`src/design/rft_pkg.sv`:
```
`default_nettype none
package rft_pkg;
  localparam int NUM_SLOTS = 2;
  localparam int SLOT_W = 1;
  localparam int SLOT_BYTES = 8192;
  localparam int SLOT_UNITS = SLOT_BYTES / 8;
  localparam int WORDS_PER_SLOT = (SLOT_UNITS + 63) / 64;
  localparam int WORD_W = 4;
  localparam int UNIT_W = 10;
  localparam int MEM_DEPTH = NUM_SLOTS * WORDS_PER_SLOT;
  localparam int ADDR_W = SLOT_W + WORD_W;
  localparam int LEN_W = 14;
  localparam logic [31:0] DEFAULT_TIMEOUT = 32'd3000;

  typedef enum logic [2:0] {
    OUT_STORED   = 3'd0,
    OUT_COMPLETE = 3'd1,
    OUT_TOO_LARGE = 3'd2,
    OUT_NO_SLOT  = 3'd3,
    OUT_OVERLAP  = 3'd4,
    OUT_BYPASS   = 3'd5
  } outcome_t;

  typedef enum logic [1:0] {
    KIND_FRAG   = 2'd0,
    KIND_BYPASS = 2'd1,
    KIND_BIG    = 2'd2
  } kind_t;

  typedef enum logic [2:0] {
    S_IDLE  = 3'd0,
    S_MATCH = 3'd1,
    S_RD    = 3'd2,
    S_CHK   = 3'd3,
    S_TOT   = 3'd4,
    S_SRD   = 3'd5,
    S_SCHK  = 3'd6
  } state_t;

  typedef struct packed {
    kind_t              kind;
    logic [31:0]        src;
    logic [31:0]        dst;
    logic [15:0]        id;
    logic [7:0]         proto;
    logic [UNIT_W-1:0]  first_unit;
    logic [UNIT_W-1:0]  last_unit;
    logic               nonempty;
    logic [LEN_W-1:0]   total_bytes;
    logic               more;
    logic [31:0]        now;
  } item_t;

  typedef struct packed {
    outcome_t          outcome;
    logic              slot;
    logic [LEN_W-1:0]  len;
  } result_t;

  function automatic logic [63:0] span_mask(input logic [5:0] lo, input logic [5:0] hi);
    span_mask = ({64{1'b1}} << lo) & ({64{1'b1}} >> (6'd63 - hi));
  endfunction
endpackage
`default_nettype wire

```
`src/design/rft_front.sv`:
```
`default_nettype none
module rft_front (
  input  wire logic          clk,
  input  wire logic          rst,
  input  wire logic          push,
  output logic               full,
  input  wire logic [31:0]   src_ip,
  input  wire logic [31:0]   dst_ip,
  input  wire logic [15:0]   datagram_id,
  input  wire logic [7:0]    protocol,
  input  wire logic [12:0]   frag_offset_units,
  input  wire logic [15:0]   payload_bytes,
  input  wire logic          more_fragments,
  input  wire logic [31:0]   now_tick,
  output logic               item_valid,
  output rft_pkg::item_t     item,
  input  wire logic          item_take
);
  rft_pkg::item_t q [2];
  logic rd_ptr, wr_ptr;
  logic [1:0] count;
  rft_pkg::item_t cls;
  logic [13:0] units;
  logic [14:0] end_unit;
  logic [16:0] total;
  logic acc;

  always_comb begin
    units = 14'((17'(payload_bytes) + 17'd7) >> 3);
    end_unit = 15'(frag_offset_units) + 15'(units);
    total = {1'b0, frag_offset_units, 3'b000} + 17'(payload_bytes);
    cls.src = src_ip;
    cls.dst = dst_ip;
    cls.id = datagram_id;
    cls.proto = protocol;
    cls.first_unit = frag_offset_units[rft_pkg::UNIT_W-1:0];
    cls.last_unit = end_unit[rft_pkg::UNIT_W-1:0] - 10'd1;
    cls.nonempty = (payload_bytes != 16'd0);
    cls.total_bytes = total[rft_pkg::LEN_W-1:0];
    cls.more = more_fragments;
    cls.now = now_tick;
    if (frag_offset_units == 13'd0 && !more_fragments) begin
      cls.kind = rft_pkg::KIND_BYPASS;
    end else if (total > 17'(rft_pkg::SLOT_BYTES)) begin
      cls.kind = rft_pkg::KIND_BIG;
    end else begin
      cls.kind = rft_pkg::KIND_FRAG;
    end
  end

  assign full = (count == 2'd2);
  assign acc = push && !full;
  assign item_valid = (count != 2'd0);
  assign item = q[rd_ptr];

  always_ff @(posedge clk) begin
    if (acc) begin
      q[wr_ptr] <= cls;
    end
  end

  always_ff @(posedge clk) begin
    if (rst) begin
      rd_ptr <= 1'b0;
      wr_ptr <= 1'b0;
      count <= 2'd0;
    end else begin
      if (acc) wr_ptr <= ~wr_ptr;
      if (item_take) rd_ptr <= ~rd_ptr;
      count <= count + 2'(acc) - 2'(item_take);
    end
  end
endmodule
`default_nettype wire

```
`src/design/rft_back.sv`:
```
`default_nettype none
module rft_back (
  input  wire logic                  clk,
  input  wire logic                  rst,
  input  wire logic [31:0]           timeout_ticks,
  input  wire logic                  item_valid,
  input  wire rft_pkg::item_t        item,
  output logic                       item_take,
  output logic                       empty,
  input  wire logic                  pop,
  output rft_pkg::result_t           res_head
);
  localparam int NS = rft_pkg::NUM_SLOTS;

  rft_pkg::state_t state, state_next;
  rft_pkg::item_t cur;
  logic [rft_pkg::SLOT_W-1:0] s, s_next;
  logic [rft_pkg::WORD_W-1:0] w, w_next;
  logic [rft_pkg::UNIT_W-1:0] scan_last, scan_last_next;

  logic slot_busy [NS];
  logic [31:0] slot_src [NS];
  logic [31:0] slot_dst [NS];
  logic [15:0] slot_id [NS];
  logic [7:0] slot_proto [NS];
  logic [31:0] slot_last_seen [NS];
  logic [rft_pkg::LEN_W-1:0] slot_total [NS];

  logic [63:0] mem [rft_pkg::MEM_DEPTH];
  logic [rft_pkg::MEM_DEPTH-1:0] word_valid;
  logic [63:0] rdata;
  logic [rft_pkg::ADDR_W-1:0] addr;

  rft_pkg::result_t resq [2];
  logic res_rd, res_wr;
  logic [1:0] res_count;
  logic res_push;
  rft_pkg::result_t res;

  logic found_hit, free_hit, stale_hit;
  logic [rft_pkg::SLOT_W-1:0] found_idx, open_idx, aged_idx;
  logic do_alloc, do_touch, do_free, do_write, do_set_total, rd_en;
  logic [63:0] data, mask;
  logic [5:0] lo, hi;
  logic [rft_pkg::LEN_W-1:0] total_eff;
  logic [14:0] needed;

  assign addr = {s, w};

  always_comb begin
    found_hit = 1'b0;
    free_hit = 1'b0;
    stale_hit = 1'b0;
    found_idx = '0;
    open_idx = '0;
    aged_idx = '0;
    for (int i = NS - 1; i >= 0; i--) begin
      if (slot_busy[i] && slot_src[i] == cur.src && slot_dst[i] == cur.dst &&
          slot_id[i] == cur.id && slot_proto[i] == cur.proto) begin
        found_hit = 1'b1;
        found_idx = rft_pkg::SLOT_W'(i);
      end
      if (!slot_busy[i]) begin
        free_hit = 1'b1;
        open_idx = rft_pkg::SLOT_W'(i);
      end
    end
    for (int i = 0; i < NS; i++) begin
      if (slot_busy[i] && (cur.now - slot_last_seen[i]) > timeout_ticks) begin
        stale_hit = 1'b1;
        aged_idx = rft_pkg::SLOT_W'(i);
      end
    end
  end

  always_comb begin
    data = word_valid[addr] ? rdata : 64'd0;
    total_eff = cur.more ? slot_total[s] : cur.total_bytes;
    needed = (15'(total_eff) + 15'd7) >> 3;
    if (state == rft_pkg::S_CHK) begin
      lo = (w == cur.first_unit[9:6]) ? cur.first_unit[5:0] : 6'd0;
      hi = (w == cur.last_unit[9:6]) ? cur.last_unit[5:0] : 6'd63;
    end else begin
      lo = 6'd0;
      hi = (w == scan_last[9:6]) ? scan_last[5:0] : 6'd63;
    end
    mask = rft_pkg::span_mask(lo, hi);
  end

  always_comb begin
    state_next = state;
    s_next = s;
    w_next = w;
    scan_last_next = scan_last;
    item_take = 1'b0;
    res_push = 1'b0;
    res = '{outcome: rft_pkg::OUT_STORED, slot: 1'b0, len: '0};
    do_alloc = 1'b0;
    do_touch = 1'b0;
    do_free = 1'b0;
    do_write = 1'b0;
    do_set_total = 1'b0;
    rd_en = 1'b0;
    unique case (state)
      rft_pkg::S_IDLE: begin
        if (item_valid && res_count != 2'd2) begin
          item_take = 1'b1;
          unique case (item.kind)
            rft_pkg::KIND_BYPASS: begin
              res_push = 1'b1;
              res.outcome = rft_pkg::OUT_BYPASS;
            end
            rft_pkg::KIND_BIG: begin
              res_push = 1'b1;
              res.outcome = rft_pkg::OUT_TOO_LARGE;
            end
            default: state_next = rft_pkg::S_MATCH;
          endcase
        end
      end
      rft_pkg::S_MATCH: begin
        if (!found_hit && !free_hit && !stale_hit) begin
          res_push = 1'b1;
          res.outcome = rft_pkg::OUT_NO_SLOT;
          state_next = rft_pkg::S_IDLE;
        end else begin
          if (found_hit) begin
            do_touch = 1'b1;
            s_next = found_idx;
          end else begin
            do_alloc = 1'b1;
            s_next = free_hit ? open_idx : aged_idx;
          end
          w_next = cur.first_unit[9:6];
          state_next = cur.nonempty ? rft_pkg::S_RD : rft_pkg::S_TOT;
        end
      end
      rft_pkg::S_RD: begin
        rd_en = 1'b1;
        state_next = rft_pkg::S_CHK;
      end
      rft_pkg::S_CHK: begin
        if ((data & mask) != 64'd0) begin
          do_free = 1'b1;
          res_push = 1'b1;
          res.outcome = rft_pkg::OUT_OVERLAP;
          res.slot = s[0];
          state_next = rft_pkg::S_IDLE;
        end else begin
          do_write = 1'b1;
          if (w == cur.last_unit[9:6]) begin
            state_next = rft_pkg::S_TOT;
          end else begin
            w_next = w + 1'b1;
            state_next = rft_pkg::S_RD;
          end
        end
      end
      rft_pkg::S_TOT: begin
        do_set_total = !cur.more;
        if (total_eff == '0) begin
          res_push = 1'b1;
          res.slot = s[0];
          state_next = rft_pkg::S_IDLE;
        end else begin
          scan_last_next = rft_pkg::UNIT_W'(needed - 15'd1);
          w_next = '0;
          state_next = rft_pkg::S_SRD;
        end
      end
      rft_pkg::S_SRD: begin
        rd_en = 1'b1;
        state_next = rft_pkg::S_SCHK;
      end
      rft_pkg::S_SCHK: begin
        if ((data & mask) != mask) begin
          res_push = 1'b1;
          res.slot = s[0];
          state_next = rft_pkg::S_IDLE;
        end else if (w == scan_last[9:6]) begin
          do_free = 1'b1;
          res_push = 1'b1;
          res.outcome = rft_pkg::OUT_COMPLETE;
          res.slot = s[0];
          res.len = slot_total[s];
          state_next = rft_pkg::S_IDLE;
        end else begin
          w_next = w + 1'b1;
          state_next = rft_pkg::S_SRD;
        end
      end
      default: state_next = rft_pkg::S_IDLE;
    endcase
  end

  always_ff @(posedge clk) begin
    if (rst) begin
      state <= rft_pkg::S_IDLE;
    end else begin
      state <= state_next;
    end
  end

  always_ff @(posedge clk) begin
    if (item_take) cur <= item;
    s <= s_next;
    w <= w_next;
    scan_last <= scan_last_next;
    if (rd_en) rdata <= mem[addr];
    if (do_write) mem[addr] <= data | mask;
  end

  always_ff @(posedge clk) begin
    if (rst) begin
      word_valid <= '0;
      for (int i = 0; i < NS; i++) begin
        slot_busy[i] <= 1'b0;
        slot_src[i] <= '0;
        slot_dst[i] <= '0;
        slot_id[i] <= '0;
        slot_proto[i] <= '0;
        slot_last_seen[i] <= '0;
        slot_total[i] <= '0;
      end
    end else begin
      if (do_write) word_valid[addr] <= 1'b1;
      if (do_touch) slot_last_seen[s_next] <= cur.now;
      if (do_set_total) slot_total[s] <= cur.total_bytes;
      if (do_alloc) begin
        slot_busy[s_next] <= 1'b1;
        slot_src[s_next] <= cur.src;
        slot_dst[s_next] <= cur.dst;
        slot_id[s_next] <= cur.id;
        slot_proto[s_next] <= cur.proto;
        slot_last_seen[s_next] <= cur.now;
        slot_total[s_next] <= '0;
        for (int j = 0; j < rft_pkg::WORDS_PER_SLOT; j++) begin
          word_valid[{s_next, rft_pkg::WORD_W'(j)}] <= 1'b0;
        end
      end
      if (do_free) begin
        slot_busy[s] <= 1'b0;
        slot_last_seen[s] <= '0;
        slot_total[s] <= '0;
        for (int j = 0; j < rft_pkg::WORDS_PER_SLOT; j++) begin
          word_valid[{s, rft_pkg::WORD_W'(j)}] <= 1'b0;
        end
      end
    end
  end

  assign empty = (res_count == 2'd0);
  assign res_head = resq[res_rd];

  always_ff @(posedge clk) begin
    if (res_push) resq[res_wr] <= res;
  end

  always_ff @(posedge clk) begin
    if (rst) begin
      res_rd <= 1'b0;
      res_wr <= 1'b0;
      res_count <= 2'd0;
    end else begin
      if (res_push) res_wr <= ~res_wr;
      if (pop && !empty) res_rd <= ~res_rd;
      res_count <= res_count + 2'(res_push) - 2'(pop && !empty);
    end
  end
endmodule
`default_nettype wire

```
`src/design/ipv4_fragment_reassembly_tracker.sv`:
```
`default_nettype none
// Channel   Direction  Handshake                Payload
// input     in         push / full              src_ip .. now_tick
// result    out        empty / pop              outcome, slot_index, datagram_len
// config    in         cfg_valid / cfg_ready    cfg_data (timeout_ticks)
//
// A stored or completed fragment walks 64-bit coverage words in two passes, once for the
// overlap check and marking and once for the completion scan; an overlap ends the walk
// at the word where it is found.
// Unfragmented and oversized items are resolved in the idle state as they are taken.
// Reset is synchronous and leaves all slots free with no clearing pass.
// A two-entry queue on each side lets input and results stall independently.
module ipv4_fragment_reassembly_tracker (
  input  wire logic         clk,
  input  wire logic         rst,
  input  wire logic         push,
  output logic              full,
  input  wire logic [31:0]  src_ip,
  input  wire logic [31:0]  dst_ip,
  input  wire logic [15:0]  datagram_id,
  input  wire logic [7:0]   protocol,
  input  wire logic [12:0]  frag_offset_units,
  input  wire logic [15:0]  payload_bytes,
  input  wire logic         more_fragments,
  input  wire logic [31:0]  now_tick,
  output logic              empty,
  input  wire logic         pop,
  output logic [2:0]        outcome,
  output logic              slot_index,
  output logic [13:0]       datagram_len,
  input  wire logic         cfg_valid,
  output logic              cfg_ready,
  input  wire logic [31:0]  cfg_data
);
  logic [31:0] timeout_ticks;
  logic item_valid, item_take;
  rft_pkg::item_t item;
  rft_pkg::result_t res_head;

  assign cfg_ready = 1'b1;

  always_ff @(posedge clk) begin
    if (rst) begin
      timeout_ticks <= rft_pkg::DEFAULT_TIMEOUT;
    end else if (cfg_valid) begin
      timeout_ticks <= cfg_data;
    end
  end

  rft_front u_front (
    .clk, .rst, .push, .full, .src_ip, .dst_ip, .datagram_id, .protocol,
    .frag_offset_units, .payload_bytes, .more_fragments, .now_tick,
    .item_valid, .item, .item_take
  );

  rft_back u_back (
    .clk, .rst, .timeout_ticks, .item_valid, .item, .item_take,
    .empty, .pop, .res_head
  );

  assign outcome = res_head.outcome;
  assign slot_index = res_head.slot;
  assign datagram_len = res_head.len;
endmodule
`default_nettype wire

```
`config.mk`:
```
export PLATFORM = sky130hd
export DESIGN_NAME = ipv4_fragment_reassembly_tracker
export DESIGN_NICKNAME = d
export VERILOG_FILES = /design/src/design/rft_pkg.sv /design/src/design/rft_front.sv /design/src/design/rft_back.sv /design/src/design/ipv4_fragment_reassembly_tracker.sv
export SDC_FILE = /design/constraint.sdc
export NUM_CORES = 2
export LEC_CHECK = 0
export BUFFER_PORTS_ARGS = -buffer_cell sky130_fd_sc_hd__buf_2
export CAP_MARGIN = 25
export CORE_MARGIN = 2
export CORE_UTILIZATION = 40
export CTS_CLUSTER_DIAMETER = 30
export DETAILED_ROUTE_END_ITERATION = 8
export GPL_TIMING_DRIVEN = 0
export MAX_ROUTING_LAYER = met4
export SKIP_CTS_REPAIR_TIMING = 1
export SLEW_MARGIN = 40
export SYNTH_ARGS = -nofsm -noshare
export SYNTH_HDL_FRONTEND = slang
export SYNTH_SLANG_ARGS = --single-unit
export TNS_END_PERCENT = 1
```
`constraint.sdc`:
```
create_clock -name clk -period 36.8 [get_ports clk]
set_input_delay 3.68 -clock clk [delete_from_list [all_inputs] [get_ports clk]]
set_output_delay 3.68 -clock clk [all_outputs]
set_load 0.02 [all_outputs]
```
=== After elaboration in Yosys (flattened, before gate mapping) ===
Memories as Yosys holds them, arrays and structs flattened. A register that Yosys moved wholly into a read port is not among the register bits.
Cells that the tools add are included.

* Memories: 10
* Flip-flop bits (word level): 246
* Memory bits (writable): 2670
* Latch bits: 0
* Output and inout port bits: 21
* Bits in read-only memories: 0
* Word-level logic and storage cells: 503

{| class="wikitable"
|+ Memory list
! name !! depth !! width !! rd ports !! clocked after memory_dff !! wr ports !! RTL line !! source
|-
| u_back.mem || 32 || 64 || 1 || 1 || 1 || rft_back.sv:29 || <nowiki>logic [63:0] mem [rft_pkg::MEM_DEPTH];</nowiki>
|-
| u_front.q || 2 || 158 || 1 || 1 || 1 || rft_front.sv:19 || <nowiki>rft_pkg::item_t q [2];</nowiki>
|-
| u_back.slot_dst || 2 || 32 || 2 || 0 || 2 || rft_back.sv:23 || <nowiki>logic [31:0] slot_dst [NS];</nowiki>
|-
| u_back.slot_last_seen || 2 || 32 || 2 || 0 || 2 || rft_back.sv:26 || <nowiki>logic [31:0] slot_last_seen [NS];</nowiki>
|-
| u_back.slot_src || 2 || 32 || 2 || 0 || 2 || rft_back.sv:22 || <nowiki>logic [31:0] slot_src [NS];</nowiki>
|-
| u_back.resq || 2 || 18 || 1 || 1 || 1 || rft_back.sv:34 || <nowiki>rft_pkg::result_t resq [2];</nowiki>
|-
| +4 memories || -- || -- || -- || -- || -- || -- ||
|}

* Reduce and logical (&&, ||, !) cells: 79
* Bitwise gates (word level): 75
* Shift operators: 2
* Mux-type cells: 202
* Multipliers: 0
* Magnitude comparators: 69
* Div/mod/pow operators: 0
* Add/subtract/negate cells: 14
* Equal/unequal tests: 30

{| class="wikitable"
|+ Operator list
! kind !! count
|-
| 32-bit AND || 32
|-
| 32-bit two-way mux || 10
|-
| 5-bit by 6-bit < comparator with 1-bit output, second input constant || 33
|-
| 5-bit by 1-bit >= comparator with 1-bit output, second input constant || 33
|-
| 64-bit AND || 2
|-
| 32-bit == test || 4
|-
| 32-bit OR reduction || 4
|-
| 1-bit two-way mux || 115
|-
| 14-bit two-way mux || 6
|-
| 32-bit greater-than comparator || 2
|-
| 64-bit two-way mux || 1
|-
| 64-bit != test || 1
|-
| 17-bit NOT with 32-bit output || 2
|-
| 18-bit NOT with 32-bit output || 2
|-
| 19-bit NOT with 32-bit output || 2
|-
| 20-bit NOT with 32-bit output || 2
|-
| 21-bit NOT with 32-bit output || 2
|-
| 22-bit NOT with 32-bit output || 2
|-
| 23-bit NOT with 32-bit output || 2
|-
| 24-bit NOT with 32-bit output || 2
|-
| 25-bit NOT with 32-bit output || 2
|-
| 26-bit NOT with 32-bit output || 2
|-
| 27-bit NOT with 32-bit output || 2
|-
| 28-bit NOT with 32-bit output || 2
|-
| 63 further kinds || 204
|}

=== Longest topological paths before layout ===
An unclocked memory read counts as a cell.

* Depth after elaboration: 53
* Mapped depth: 31
* Gate-level depth less buffers: 31

=== Modules after synthesis ===
Synthesis repeated with hierarchy kept, for this count alone.

* Cell total of the unflattened synthesis: 6821
* Area total of the unflattened synthesis: 122339.8 um^2

{| class="wikitable"
|+ By module, submodules not included
! module !! instances !! area each (um^2) !! cells an instance
|-
| rft_back || 1 || 108188.8 || 6007
|-
| rft_front || 1 || 12969.9 || 709
|-
| ipv4_fragment_reassembly_tracker || 1 || 1181.1 || 105
|}

=== Worst setup path after synthesis ===
No wires, ideal clock.

* Kind: register to register
* From: register u_back.state[2]
* To: memory u_back.resq[1][0] (netlist bit), enable pin
* Stages on the path, launching flop included: 5
* Buffers on the path: 1
* Path slack: 17.154 ns
* Setup time: 0.406 ns
* Arrival: 19.240 ns
* Cell sequence: dfxtp_1 buf_2 nor4_1 a21oi_1 a31oi_1

* Longest elaborated chain between the ends: 11
* Elaborated cells on any way between the ends: 19
* Those cells by class: 1 x add/sub; 5 x eq/ne; 2 x shift; 7 x mux; 2 x bitwise; 2 x reduce/logical

{| class="wikitable"
|+ RTL lines
! what !! RTL line !! source
|-
| start, declared || rft_back.sv:15 || <nowiki>rft_pkg::state_t state, state_next;</nowiki>
|-
| start signal, assigned || rft_back.sv:198 || <nowiki>state <= rft_pkg::S_IDLE;</nowiki>
|-
| start signal, assigned || rft_back.sv:200 || <nowiki>state <= state_next;</nowiki>
|-
| 3-bit by 2-bit == test with 1-bit output || rft_back.sv:80, rft_back.sv:104 ||
|-
| 6-bit two-way mux || rft_back.sv:80 || <nowiki>if (state == rft_pkg::S_CHK) begin</nowiki>
|-
| 6-bit subtractor || rft_pkg.sv:61 || <nowiki>span_mask = ({64{1'b1}} << lo) & ({64{1'b1}} >> (6'd63 - hi));</nowiki>
|-
| 64-bit by 6-bit right shift with 64-bit output || rft_pkg.sv:61 ||
|-
| 64-bit AND || rft_pkg.sv:61 ||
|-
| 64-bit AND || rft_back.sv:143, rft_back.sv:176 ||
|-
| 64-bit != test / 64-bit nonzero test (equally long branches) || rft_back.sv:176, rft_back.sv:143 ||
|-
| 1-bit two-way mux (on tied branches) || rft_back.sv:176, rft_back.sv:143 ||
|-
| 1-bit one-hot mux with 5 select lines (*) || rft_back.sv:104 || <nowiki>unique case (state)</nowiki>
|-
| 1-bit two-way mux (*) || rft_back.sv:256 || <nowiki>if (res_push) resq[res_wr] <= res;</nowiki>
|-
| 1-bit two-way mux (implied by the code) (*) || rft_back.sv:256 ||
|-
| end, declared || rft_back.sv:34 ||
|}

Mark *: on every way between the ends. The rest lies on a longest branch, timed or not.

==> metrics.sh <==
OUTCOME='complete, no violations'
GLOBALROUTEOVERFLOWTOTAL=0
GRT_MAX_DEGREE=39
R2R-END='u_back.slot_last_seen[0][18]'
WORSTMARGINPINSLEW_NS=0.953
YS.FLOP_TYPE='edfxtp_1'
AVGSYNTHCELLAREA_UM2=18.0
VIAS=74000
IOPINCOUNT=208
CTS_ROOT_BUFFER='clkbuf_16'
POST_SYNTH_ARST_SHARE_PCT=0
POST_SYNTH_MOST_FREQUENT_CELLS='edfxtp_1 (2,904), mux4_2 (513), inv_1 (272), a22oi_1 (255), nor2_1 (240)'
DETAIL_ROUTE.ITER0.VIOLATIONS=9986
WL_PER_CELL_UM=33.7
CTS_TREE='yes'
LAYOUTNONFILLERINSTCOUNT=12400
CTS_BUFFER_DEPTH=4
SYNTH.NET_COUNT=7113
SYNTHMOSTINSTANTIATEDCELL='edfxtp_1'
DRTANTENNAVIOLNETS=0
CRITPATHMOSTFREQUENTCELL='inv_1'
MAPPED_CELLS=6755
SETUP_VIOL=0
GR-USAGE-ALL-LAYERS_PCT=27.4
SYNTH-EDFF-COUNT=2904
CORE_REGION_UM2=303000
CRITICAL_PATH.ENDPOINT='u_back.slot_last_seen[0][18]'
MAX_STAGE_DELAY_NS=0.47
GRT_PASS1_WL_MM=574
CRITPATHARRIVALTIME_NS=10.03
MULTI_INPUT_COMB_AREA_UM2=31800
POWER.STATIC_LEAKAGE_nW=50.3
GP_CONGESTION=0.975
FINISH.NET_COUNT=8284
GRT_SETUP_UNREPAIRED='no'
DRV.MAX_CAP_VIOLATION_COUNT=0
DIEHEIGHT_UM=556
PLACEMENT.IO_BUFFERS=204
GRT_ANTENNA_BEFORE_REPAIR=23
CLK_PIN_SLEW_NS=0.05
CHIPWIDTH_UM=556
SEQ_AREA_FRAC_SYNTH_PCT=72.8
FIN_CRIT_SH_PCT=25.4
SYNTH.LARGEST_AREA_CELL='edfxtp_1'
CRITPATHMAXFANOUT=10
CRITICAL_PATH_DATA_REQUIRED_TIME_NS=37.48
YS_FF_LATCH=2982
FMAX_MHz=107
FINAL-SEQ-AREA_UM2=88800
FLOORPLAN.INITIALDENSITY_PCT=40.2
FRACTION_OF_FINAL_LAYOUT_CELLS_WITH_DRIVE_STRENGTH_GREATER_THAN_1_PCT=30.8
WORST_REL_SLEW_SLACK_PCT=35.8
CTS_MADE_BUFFERS=576
PEAKVDDDROP_mV=0.0580
CRIT_TYPE='reg2reg'
MIN-DELAY-PATH-CLASS='reg2reg'
REG2REG_DEPTH=33
FINAL_MAX_SLEW_VIOL_COUNT=0
CRIT_PATH_START_KIND='flop'
HOLD-PATH-CELL-COUNT=2
WIRELENGTH_MM=418
AREA_DELTA_SYNTH_FINAL_PCT=28.2
GRT_PASS1_VIAS=73400
FIN_SETUP_TNS_NS=0
TRITONCTS_NUM_SINKS=2982
POST_DRT_VIA_CELL_RATIO=5.97
NETLIST_AREA_UM2=122000
UNIQUE_CELL_TYPE_COUNT_IN_THE_YOSYS_NETLIST=101
DRT_DRC_VIOLATIONS_LEFT=0
PLACE.DETAILED.INSTANCES=11300
SYNTH.TOP_CELL.AREA_SHARE_PCT=71.5
PERIOD_NEEDED_NS=9.35
H_TREE_LVL_COUNT=6
FINALCLOCKSKEW_NS=0.0926
CP_SLOWEST_CELL='clkbuf_2'
YOSYSWARNINGCOUNT=0
DP.FINAL_HPWL_MM=301
P_PER_AREA_nW_PER_UM2=79.1
DIE_AREA_UM2=309000
NETLIST_TOP_CELLS_AREA='edfxtp_1 (72%), mux4_2 (9.5%), ha_1 (1.7%), mux2_2 (1.6%), a22oi_1 (1.6%)'
R2R_SLACK_NS=27.45
STD_CELL_ROWS=202
TIMING_HOLD_VIOLATIONS_FINAL=0
REGTOREGSTARTPOINT='u_back.cur[0]'
HOLD_WS_NS=0.468
TIMING.CRITICAL_PATH.FROM='u_back.cur[0]'
FILLERS=23900
DETAIL_ROUTE.FIRST_PASS.ITERATIONS=9
CRITICAL_PATH.ENDPOINT_TYPE='flop'
CLKLATENCYLATEPIN_NS=1.03
==> where the power goes <==
| part | total (mW) | switching [mW] | internal, mW |
|---|---|---|---|
| Clock | 5.29 | 1.87 | 3.42 |
| Combinational | 2.77 | 1.75 | 1.02 |
| Sequential | 4.30 | 0.209 | 4.09 |
| Total | 12.4 | 3.83 | 8.53 |
==> how the worst min path moves through the flow <==
stage / from / end / slack [ns]
3_5_place_dp: u_back.word_valid[7] / u_back.word_valid[7] / 0.45
3_3_place_gp: u_back.word_valid[15] / u_back.word_valid[15] / 0.44
5_1_grt: u_back.word_valid[3] / u_back.word_valid[3] / 0.49
6_report: u_back.word_valid[29] / u_back.word_valid[29] / 0.47
2_1_floorplan: u_back.word_valid[18] / u_back.word_valid[18] / 0.43
4_1_cts: u_back.word_valid[13] / u_back.word_valid[13] / 0.47
==> per-stage QoR <==
step | setup WS (ns) | area, µm² | util (%) | power, mW
floorplan | 17.15 | 122000 | - | 5.94
global placement | 4.61 | 128000 | 42.2 | 7.05
detailed placement | 27.36 | 136000 | 45.0 | 7.10
CTS | 27.29 | 156000 | 51.6 | 12.4
global route | 26.87 | 156000 | 51.6 | 12.8
finish | 27.45 | 156000 | 51.6 | 12.4
==> placed cells by master (no fill, tap or decap), drive strengths merged, types with 128 or more instances in the layout <==
cell type | netlist | layout
clkinv | 0 | 213
nand2 | 164 | 164
nor2 | 240 | 240
mux2 | 178 | 178
mux4 | 513 | 513
buf | 126 | 714
edfxtp | 2904 | 2904
a22oi | 257 | 257
o21ai | 128 | 128
inv | 272 | 334
ha | 167 | 167
and3 | 197 | 197
clkbuf | 202 | 858
==> flip-flops by register name, indices dropped and copies added (netlist names), 32 cells and up, named ones only <==
register and flops:
u_back.word_valid 32, u_back.resq 36, u_front.q 316, u_back.slot_dst 64, u_back.cur 156, timeout_ticks 32
u_back.slot_id 32, u_back.slot_src 64, u_back.mem 2048, u_back.rdata 64, u_back.slot_last_seen 64
==> area by class of cell <==
| type | count | share of cell area, % |
|---|---|---|
| well taps | 3978 | 3.18 |
| repair buffers | 593 | 5.35 |
| diodes | 22 | 0.0352 |
| multi-input cells | 3173 | 20.3 |
| clock inverters | 402 | 3.18 |
| plain buffers | 328 | 0.988 |
| inverters | 272 | 0.653 |
| clock buffers | 652 | 9.50 |
| flip-flops and latches | 2982 | 56.8 |
==> metal layers <==
layer	share of wire (%)	vias to the layer above	track usage, %	routed length [µm]
li1	-	30000	-	-
met1	40	38900	36.6	169000
met2	46	4273	40.8	190000
met3	9.7	868	5.85	40400
met4	4.4	0	10.8	18200
met5	0	-	-	0
==> critical path, delay by kind of cell (launching register included) <==
kind | cells | cell delay (ns)
adder cells (fa/ha/maj) | 3 | 0.74
buffers and inverters | 9 | 1.99
multiplexers | 1 | 0.40
flip-flops | 1 | 0.44
AND/OR/NAND/NOR | 7 | 1.67
AO/OA/AOI/OAI | 13 | 3.75
==> kinds of logic after synthesis <==
| logic type | Yosys count | synth area share, % |
|---|---|---|
| buf+inv | 600 | 1.92 |
| compound gates | 911 | 5.37 |
| other cells | 1 | 0.00308 |
| mux | 750 | 11.6 |
| flops | 2982 | 72.8 |
| xor+xnor | 217 | 1.57 |
| fa+ha+maj | 171 | 1.78 |
| simple gates | 1123 | 4.93 |
Note: power is estimated with default switching activity, not from simulation.
